--- src/hw/rtl/cpwm_pkg.sv ---
// Shared types and constants for the center-aligned PWM channel.
package cpwm_pkg;

	// Configuration register indexes
	localparam logic [1:0] REG_PERIOD     = 2'd0;
	localparam logic [1:0] REG_RISE_DELAY = 2'd1;
	localparam logic [1:0] REG_FALL_DELAY = 2'd2;
	localparam logic [1:0] REG_IRQ_ENABLE = 2'd3;

	// Reset values (truncated to the configured widths where used)
	localparam int PERIOD_RESET  = 2500;
	localparam int COMPARE_RESET = PERIOD_RESET / 2;
	localparam int DELAY_RESET   = 200;

	// Q1.15 duty scaling
	localparam int DUTY_BITS  = 16;
	localparam int DUTY_FRAC  = 15;
	localparam int COUNT_OUT_BITS = 16;

	// Per-tick status from the carrier to the output stage
	typedef struct packed {
		logic raw_d;   // raw level after this tick's compare
		logic irq;     // period-start pulse (already gated by enable)
	} carrier_stat_t;

endpackage

--- src/hw/rtl/cpwm_if.sv ---
// Valid/ready channel interfaces for command items and result items.
interface cpwm_cmd_if;
	logic        valid;
	logic        ready;
	logic        action;
	logic [15:0] duty;

	modport source (output valid, output action, output duty, input ready);
	modport sink   (input valid, input action, input duty, output ready);
endinterface

interface cpwm_rsp_if;
	logic        valid;
	logic        ready;
	logic        high_side;
	logic        low_side;
	logic        period_irq;
	logic [15:0] count_value;

	modport source (output valid, output high_side, output low_side, output period_irq,
		output count_value, input ready);
	modport sink   (input valid, input high_side, input low_side, input period_irq,
		input count_value, output ready);
endinterface

--- src/hw/rtl/cpwm_edge_delay.sv ---
// Rising-edge delay: a 0-to-1 edge of level passes after delay ticks, 1-to-0 at once.
module cpwm_edge_delay #(
	parameter int  DELAY_BITS = 14,
	parameter bit  OUT_RESET  = 1'b0
) (
	input  logic                  clk,
	input  logic                  arst_n,
	input  logic                  step,
	input  logic                  level,
	input  logic [DELAY_BITS-1:0] delay,
	output logic                  held_q,
	output logic                  held_d
);

	logic [DELAY_BITS-1:0] timer_q;
	logic [DELAY_BITS-1:0] timer_d;

	always_comb begin
		held_d  = held_q;
		timer_d = timer_q;
		if (!level) begin
			held_d  = 1'b0;
			timer_d = '0;
		end else if (!held_q) begin
			if (timer_q >= delay) begin
				held_d = 1'b1;
			end else begin
				timer_d = timer_q + DELAY_BITS'(1);
			end
		end
	end

	always_ff @(posedge clk or negedge arst_n) begin
		if (!arst_n) begin
			held_q  <= OUT_RESET;
			timer_q <= '0;
		end else if (step) begin
			held_q  <= held_d;
			timer_q <= timer_d;
		end
	end

endmodule

--- src/hw/rtl/cpwm_carrier.sv ---
// Up-down carrier counter, shadow/active compare and raw PWM level.
module cpwm_carrier #(
	parameter int COUNTER_BITS = 16
) (
	input  logic                          clk,
	input  logic                          arst_n,
	input  logic                          tick,
	input  logic                          duty_wr,
	input  logic [cpwm_pkg::DUTY_BITS-1:0] duty,
	input  logic [COUNTER_BITS-1:0]       period,
	input  logic                          irq_enable,
	output logic [COUNTER_BITS-1:0]       count_q,
	output cpwm_pkg::carrier_stat_t       stat
);

	localparam int PROD_BITS = COUNTER_BITS + cpwm_pkg::DUTY_BITS;

	logic                    down_q;
	logic [COUNTER_BITS-1:0] active_q;
	logic [COUNTER_BITS-1:0] shadow_q;
	logic                    raw_q;

	logic [PROD_BITS-1:0]    prod;
	logic [COUNTER_BITS:0]   scaled;
	logic [COUNTER_BITS-1:0] cmp_d;
	logic                    at_zero;
	logic                    down_d;
	logic [COUNTER_BITS-1:0] active_eff;
	logic                    raw_d;
	logic [COUNTER_BITS-1:0] count_d;

	// Duty write: floor(duty * period / 2^15), clamped to the period
	assign prod   = PROD_BITS'(duty) * PROD_BITS'(period);
	assign scaled = prod[PROD_BITS-1:cpwm_pkg::DUTY_FRAC];
	assign cmp_d  = (scaled > {1'b0, period}) ? period : scaled[COUNTER_BITS-1:0];

	// Tick
	assign at_zero    = (count_q == '0);
	assign active_eff = at_zero ? shadow_q : active_q;
	assign down_d     = (count_q >= period) ? 1'b1 : (at_zero ? 1'b0 : down_q);
	assign raw_d      = (count_q == active_eff) ? down_d : raw_q;

	always_comb begin
		if (down_d) begin
			count_d = at_zero ? count_q : count_q - COUNTER_BITS'(1);
		end else begin
			count_d = count_q + COUNTER_BITS'(1);
		end
	end

	assign stat.raw_d = raw_d;
	assign stat.irq   = at_zero & irq_enable;

	always_ff @(posedge clk or negedge arst_n) begin
		if (!arst_n) begin
			count_q  <= '0;
			down_q   <= 1'b0;
			active_q <= COUNTER_BITS'(cpwm_pkg::COMPARE_RESET);
			shadow_q <= COUNTER_BITS'(cpwm_pkg::COMPARE_RESET);
			raw_q    <= 1'b0;
		end else begin
			if (duty_wr) begin
				shadow_q <= cmp_d;
			end
			if (tick) begin
				count_q  <= count_d;
				down_q   <= down_d;
				active_q <= active_eff;
				raw_q    <= raw_d;
			end
		end
	end

endmodule

--- src/hw/rtl/center_aligned_pwm_dead_band_top.sv ---
// Top level of the center-aligned PWM channel with complementary dead-band outputs.
// Each command item gives exactly one result item. A tick item (action 0) advances
// the up-down carrier by one step and returns the gate drives, the period-start
// interrupt and the counter value seen on that tick; a duty item (action 1) loads
// the Q1.15 duty into the shadow compare, which the carrier takes over at its next
// zero, and returns the present outputs with the interrupt low. The block takes
// one item per clock cycle while results are taken; an item waits in the input register
// and moves into the result register when that register is empty or being drained, and
// its result is then offered there. The rate is set by the carrier and dead-band state,
// which is read and written once per item. Configuration registers (period, rise delay,
// fall delay, interrupt enable) are written through cfg_we / cfg_index / cfg_data and
// act at once; write them only while no item is in flight.
module center_aligned_pwm_dead_band_top #(
	parameter int COUNTER_BITS = 16,
	parameter int DELAY_BITS   = 14
) (
	input  logic                 clk,
	input  logic                 arst_n,
	input  logic                 cfg_we,
	input  logic [1:0]           cfg_index,
	input  logic [(COUNTER_BITS > DELAY_BITS ? COUNTER_BITS : DELAY_BITS)-1:0] cfg_data,
	cpwm_cmd_if.sink             cmd,
	cpwm_rsp_if.source           rsp
);

	// ---------------- configuration registers ----------------
	logic [COUNTER_BITS-1:0] period_q;
	logic [DELAY_BITS-1:0]   rise_delay_q;
	logic [DELAY_BITS-1:0]   fall_delay_q;
	logic                    irq_enable_q;

	always_ff @(posedge clk or negedge arst_n) begin
		if (!arst_n) begin
			period_q     <= COUNTER_BITS'(cpwm_pkg::PERIOD_RESET);
			rise_delay_q <= DELAY_BITS'(cpwm_pkg::DELAY_RESET);
			fall_delay_q <= DELAY_BITS'(cpwm_pkg::DELAY_RESET);
			irq_enable_q <= 1'b1;
		end else if (cfg_we) begin
			case (cfg_index)
				cpwm_pkg::REG_PERIOD:     period_q     <= cfg_data[COUNTER_BITS-1:0];
				cpwm_pkg::REG_RISE_DELAY: rise_delay_q <= cfg_data[DELAY_BITS-1:0];
				cpwm_pkg::REG_FALL_DELAY: fall_delay_q <= cfg_data[DELAY_BITS-1:0];
				cpwm_pkg::REG_IRQ_ENABLE: irq_enable_q <= cfg_data[0];
				default: ;
			endcase
		end
	end

	// ---------------- input register ----------------
	logic                              valid_s1;
	logic                              action_s1;
	logic [cpwm_pkg::DUTY_BITS-1:0]    duty_s1;
	logic                              out_valid_q;
	logic                              advance;

	// The stage-1 item moves into the result register whenever that register is
	// empty or being drained this cycle; a new item may enter behind it.
	assign advance   = valid_s1 & (~out_valid_q | rsp.ready);
	assign cmd.ready = ~valid_s1 | advance;

	always_ff @(posedge clk or negedge arst_n) begin
		if (!arst_n) begin
			valid_s1 <= 1'b0;
		end else if (cmd.ready) begin
			valid_s1 <= cmd.valid;
		end
	end

	always_ff @(posedge clk) begin
		if (cmd.ready & cmd.valid) begin
			action_s1 <= cmd.action;
			duty_s1   <= cmd.duty;
		end
	end

	// ---------------- carrier and dead band ----------------
	logic                    tick;
	logic                    duty_wr;
	logic [COUNTER_BITS-1:0] count_q;
	cpwm_pkg::carrier_stat_t stat;
	logic                    high_q;
	logic                    high_d;
	logic                    low_q;
	logic                    low_d;

	assign tick    = advance & ~action_s1;
	assign duty_wr = advance & action_s1;

	cpwm_carrier #(
		.COUNTER_BITS (COUNTER_BITS)
	) u_carrier (
		.clk        (clk),
		.arst_n     (arst_n),
		.tick       (tick),
		.duty_wr    (duty_wr),
		.duty       (duty_s1),
		.period     (period_q),
		.irq_enable (irq_enable_q),
		.count_q    (count_q),
		.stat       (stat)
	);

	// High side: raw level with its rising edges held back by rise_delay.
	cpwm_edge_delay #(
		.DELAY_BITS (DELAY_BITS),
		.OUT_RESET  (1'b0)
	) u_high_delay (
		.clk    (clk),
		.arst_n (arst_n),
		.step   (tick),
		.level  (stat.raw_d),
		.delay  (rise_delay_q),
		.held_q (high_q),
		.held_d (high_d)
	);

	// Low side: inverted raw level with its rising edges held back by fall_delay.
	// It starts high out of reset, since the raw level starts low.
	cpwm_edge_delay #(
		.DELAY_BITS (DELAY_BITS),
		.OUT_RESET  (1'b1)
	) u_low_delay (
		.clk    (clk),
		.arst_n (arst_n),
		.step   (tick),
		.level  (~stat.raw_d),
		.delay  (fall_delay_q),
		.held_q (low_q),
		.held_d (low_d)
	);

	// ---------------- result register ----------------
	// Ticks report the drives after this tick's update; duty writes report the
	// present drives. The counter shown is the value before it advances.
	always_ff @(posedge clk or negedge arst_n) begin
		if (!arst_n) begin
			out_valid_q <= 1'b0;
		end else if (~out_valid_q | rsp.ready) begin
			out_valid_q <= valid_s1;
		end
	end

	logic high_side_q;
	logic low_side_q;
	logic period_irq_q;
	logic [cpwm_pkg::COUNT_OUT_BITS-1:0] count_value_q;

	always_ff @(posedge clk) begin
		if (advance) begin
			high_side_q   <= action_s1 ? high_q : high_d;
			low_side_q    <= action_s1 ? low_q : low_d;
			period_irq_q  <= action_s1 ? 1'b0 : stat.irq;
			count_value_q <= cpwm_pkg::COUNT_OUT_BITS'(count_q);
		end
	end

	assign rsp.valid       = out_valid_q;
	assign rsp.high_side   = high_side_q;
	assign rsp.low_side    = low_side_q;
	assign rsp.period_irq  = period_irq_q;
	assign rsp.count_value = count_value_q;

endmodule
--- src/flat_wrapper.sv ---
// flat-port wrapper written by rule: the top's interface ports become plain ports
module center_aligned_pwm_dead_band_top_flat 
#(
	parameter int COUNTER_BITS = 16,
	parameter int DELAY_BITS   = 14
)
  (clk, arst_n, cfg_we, cfg_index, cfg_data, cmd_valid, cmd_action, cmd_duty, cmd_ready, rsp_valid, rsp_high_side, rsp_low_side, rsp_period_irq, rsp_count_value, rsp_ready);
  cpwm_cmd_if cmd_i ();
  cpwm_rsp_if rsp_i ();
  input  logic clk;
  input  logic arst_n;
  input  logic cfg_we;
  input  logic [1:0] cfg_index;
  input  logic [(COUNTER_BITS > DELAY_BITS ? COUNTER_BITS : DELAY_BITS)-1:0] cfg_data;
  input wire logic [$bits(cmd_i.valid)-1:0] cmd_valid;
  input wire logic [$bits(cmd_i.action)-1:0] cmd_action;
  input wire logic [$bits(cmd_i.duty)-1:0] cmd_duty;
  output wire logic [$bits(cmd_i.ready)-1:0] cmd_ready;
  output wire logic [$bits(rsp_i.valid)-1:0] rsp_valid;
  output wire logic [$bits(rsp_i.high_side)-1:0] rsp_high_side;
  output wire logic [$bits(rsp_i.low_side)-1:0] rsp_low_side;
  output wire logic [$bits(rsp_i.period_irq)-1:0] rsp_period_irq;
  output wire logic [$bits(rsp_i.count_value)-1:0] rsp_count_value;
  input wire logic [$bits(rsp_i.ready)-1:0] rsp_ready;
  assign cmd_i.valid = cmd_valid;
  assign cmd_i.action = cmd_action;
  assign cmd_i.duty = cmd_duty;
  assign cmd_ready = cmd_i.ready;
  assign rsp_valid = rsp_i.valid;
  assign rsp_high_side = rsp_i.high_side;
  assign rsp_low_side = rsp_i.low_side;
  assign rsp_period_irq = rsp_i.period_irq;
  assign rsp_count_value = rsp_i.count_value;
  assign rsp_i.ready = rsp_ready;
  center_aligned_pwm_dead_band_top #(.COUNTER_BITS(COUNTER_BITS), .DELAY_BITS(DELAY_BITS)) u_core (.clk(clk), .arst_n(arst_n), .cfg_we(cfg_we), .cfg_index(cfg_index), .cfg_data(cfg_data), .cmd(cmd_i), .rsp(rsp_i));
endmodule
--- config.mk ---
export PLATFORM = sky130hd
export DESIGN_NAME = center_aligned_pwm_dead_band_top_flat
export DESIGN_NICKNAME = d
export VERILOG_FILES = /design/src/hw/rtl/cpwm_pkg.sv /design/src/hw/rtl/cpwm_if.sv /design/src/hw/rtl/cpwm_edge_delay.sv /design/src/hw/rtl/cpwm_carrier.sv /design/src/hw/rtl/center_aligned_pwm_dead_band_top.sv /design/src/flat_wrapper.sv
export SDC_FILE = /design/constraint.sdc
export NUM_CORES = 1
export LEC_CHECK = 0
export CORE_MARGIN = 5
export CORE_UTILIZATION = 55
export DETAILED_ROUTE_END_ITERATION = 7
export DONT_BUFFER_PORTS = 1
export PLACE_DENSITY = 0.76
export SLEW_MARGIN = 20
export SYNTH_ARGS = -nofsm -noshare
export SYNTH_HDL_FRONTEND = slang
export SYNTH_SLANG_ARGS = --single-unit
export TNS_END_PERCENT = 5
--- constraint.sdc ---
create_clock -name clk -period 9.8 [get_ports clk]
set_input_delay 0.49 -clock clk [delete_from_list [all_inputs] [get_ports clk]]
set_output_delay 0.49 -clock clk [all_outputs]
set_load 0.02 [all_outputs]
==> results.cfg <==
[final_layout]
fin_nets = 2134
layout-drive-gt1-share_pct = 7.43
fill_cells = 2572
multi_input_area_um2 = 11400
regArea_um2 = 4290
instances_no_fill = 2134
final_common_cell = inv_1
layout-area-overhead-vs-synth_pct = 5.60
final_cell_mix = inv_1, nand2_1, fa_1

[logic_synthesis]
seq_area_frac_synth_pct = 25.1
synthDistinctLibCells = 70
synth_warnings = 0
syn_nets = 2168
synth-seq-cells = 163
synthCells = 1757
synth.cell_area_um2 = 17100
synth_ff_type = dfrtp_1
avgSynthCellArea_um2 = 9.72
synth-edff-count = 36
ys_async_sr_fraction_pct = 77.9

[setup_path]
cp-end-kind = register
crit_fanout = 16
crit_top_cell = fa_1
crit_family = adder cells
worstPathRequired_ps = 10180
cp_num_buf_inv = 4
slowest_stage = or4b_2
critical_path_arrival_ps = 9540
start_kind = register
cpPeakStageDelay_ps = 680
path_class = reg2reg

[timing]
setup_violations = 0
setup_tns_ps = 0
finalCritPeriodShare_pct = 93.5
max_slew_margin_pct = 30.2
rsz0062_at_grt = no
setup_ws_ps = 637
report.final.slew_viol_count = 0
max_freq_ghz = 0.109
clock_skew_ps = 13.7
fin_hold_ws_ps = -19.3
worst_pin_slew_ps = 1050
finalHoldViolations = 5
period_needed_ps = 9160

[drt]
drc = 0
postRouteAntennaNets = 0
drt_iter0_markers = 940
wirelength_um = 41400
viasPerCell = 5.89
wire_per_inst_um = 19.4
via_count = 12600
drtPass1Iterations = 6

[die]
coreArea_um2 = 30700
die_area_um2 = 34700
io_pins = 61
die_width_um = 186
fp.dieH_um = 186
core.rowCount = 64
start_util_pct = 55.7

[clocking]
htree_levels = 4
cts_sinks = 163
path_clk_slew_ps = 70
cts_tree = built
cts_setup_buffers = 0
cts-root-buf = clkbuf_16
clkLatencyLatePin_ps = 440
cts_buffers = 17
cts.path.max_buffers = 2

[status]
violations = hold timing
status = finished, violations left

[grt]
grtUsageTotal_pct = 25.1
grt_max_degree = 128
grt_pass1_wl_um = 68500
grt_pass1_vias = 13500
antenna_found_initial = 5
grt_overflow_total = 0

[place]
dpl.hpwl_um = 31400
placed_cells = 2098
place.gp.congestion = 0.939
place_ws_ps = 691
io_buffer_count = 0

[job]
cap_violations = 0

[worst_hold_path]
hp-class = in2async
stage by stage:
| step | util, % | area, um^2 |
|---|---|---|
| after floorplan | - | 17100 |
| after global placement | 56.8 | 17400 |
| after detailed placement | 56.8 | 17400 |
| after CTS | 58.7 | 18000 |
| after global routing | 58.8 | 18000 |
| final | 58.8 | 18000 |
final cells by class:
cell class	count	area share (%)
repair buffers	14	0.735
diodes	2	0.0277
flip-flops and latches	163	23.8
inverters	299	6.22
clock buffers	24	2.85
clock inverters	8	0.347
multi-input cells	1228	63.3
well taps	396	2.75
per-layer routing:
metal	track usage, %	wire length, um	vias to the layer above
met5	0	34	-
met1	32.4	16700	6279
li1	-	-	5660
met2	41.6	19800	518
met3	5.74	3310	114
met4	9.59	1570	6
worst register-to-register path, delay by kind of cell (launching register included):
| kind | cells | cell delay (ps) |
|---|---|---|
| adder cells (fa/ha/maj) | 8 | 3700 |
| AO/OA/AOI/OAI | 11 | 2410 |
| AND/OR/NAND/NOR | 5 | 2160 |
| flip-flops | 1 | 640 |
| buffers and inverters | 4 | 210 |
cell usage after synthesis (4+ instances only):
cell | count | area (um^2)
a211o_1 | 5 | 43.8
ha_1 | 177 | 2210
o31ai_1 | 11 | 82.6
o21a_1 | 18 | 135
a21o_1 | 20 | 150
and3_1 | 8 | 50.1
nand3_1 | 19 | 95.1
a21oi_1 | 54 | 270
nor2_1 | 33 | 124
nor4_1 | 10 | 62.6
a31oi_1 | 5 | 31.3
a221o_1 | 12 | 120
xor2_1 | 18 | 158
edfxtp_1 | 36 | 1080
nand2_1 | 216 | 811
or3_1 | 7 | 43.8
fa_1 | 194 | 3880
nand2b_1 | 20 | 125
nor2b_1 | 8 | 50.1
buf_2 | 4 | 20.0
clkbuf_1 | 59 | 221
mux2_2 | 48 | 541
o21ai_0 | 60 | 300
nand4_1 | 17 | 106
nand3b_1 | 4 | 30.0
mux2i_1 | 23 | 230
inv_1 | 299 | 1120
nor3_1 | 23 | 115
o21bai_1 | 7 | 52.6
and2_1 | 117 | 732
xnor2_1 | 28 | 245
a211oi_1 | 6 | 45.0
or4_1 | 10 | 75.1
dfrtp_1 | 104 | 2600
dfstp_2 | 23 | 604
registers in the layout, summed over array words and instances (netlist names), 14 cells and up:
register,flops
u_core.period_q,16
u_core.rise_delay_q,14
u_core.u_carrier.shadow_q,16
u_core.u_low_delay.timer_q,14
u_core.duty_s1,16
u_core.fall_delay_q,14
u_core.rsp.count_value,16
u_core.u_carrier.count_q,16
u_core.u_high_delay.timer_q,14
u_core.u_carrier.active_q,16
cells by family (layout without fill, tap and decap cells):
logic type | count (synthesis) | after routing | share of synthesized area (%)
AO/OA/AOI/OAI | 230 | 230 | 9.03
XOR/XNOR | 46 | 46 | 2.36
adder cells (fa/ha/maj) | 371 | 371 | 35.7
buffers and inverters | 366 | 345 | 8.20
flip-flops | 163 | 163 | 25.1
multiplexers | 71 | 71 | 4.51
other | 0 | 2 | 0
AND/OR/NAND/NOR | 510 | 510 | 15.1
path summary, 6_finish.rpt:
| path | cells after the start | slack (ps) | startpoint | endpoint |
|---|---|---|---|---|
| worst min register to register | 1 | 490 | u_core.valid_s1 | u_core.rsp.valid |
| max in group asynchronous | 1 | 9290 | arst_n | u_core.u_carrier.count_q[15] |
| worst max register to register | 28 | 640 | u_core.duty_s1[5] | u_core.u_carrier.shadow_q[5] |
| worst min-delay path | 1 | -20 | arst_n | u_core.u_low_delay.timer_q[13] |
| worst max-delay path | 28 | 640 | u_core.duty_s1[5] | u_core.u_carrier.shadow_q[5] |
| min in group clk | 0 | 140 | cmd_duty[14] | u_core.duty_s1[14] |
repair_timing:
item | in CTS | in global routing
resized for setup | 0 | 0
endpoints found under the hold margin | 127 | 0
hold buffers | 1 | 0
Power is left out: the tool's default activity adds up to more than one toggle a clock period on the data nets, which glitch-free logic cannot reach.
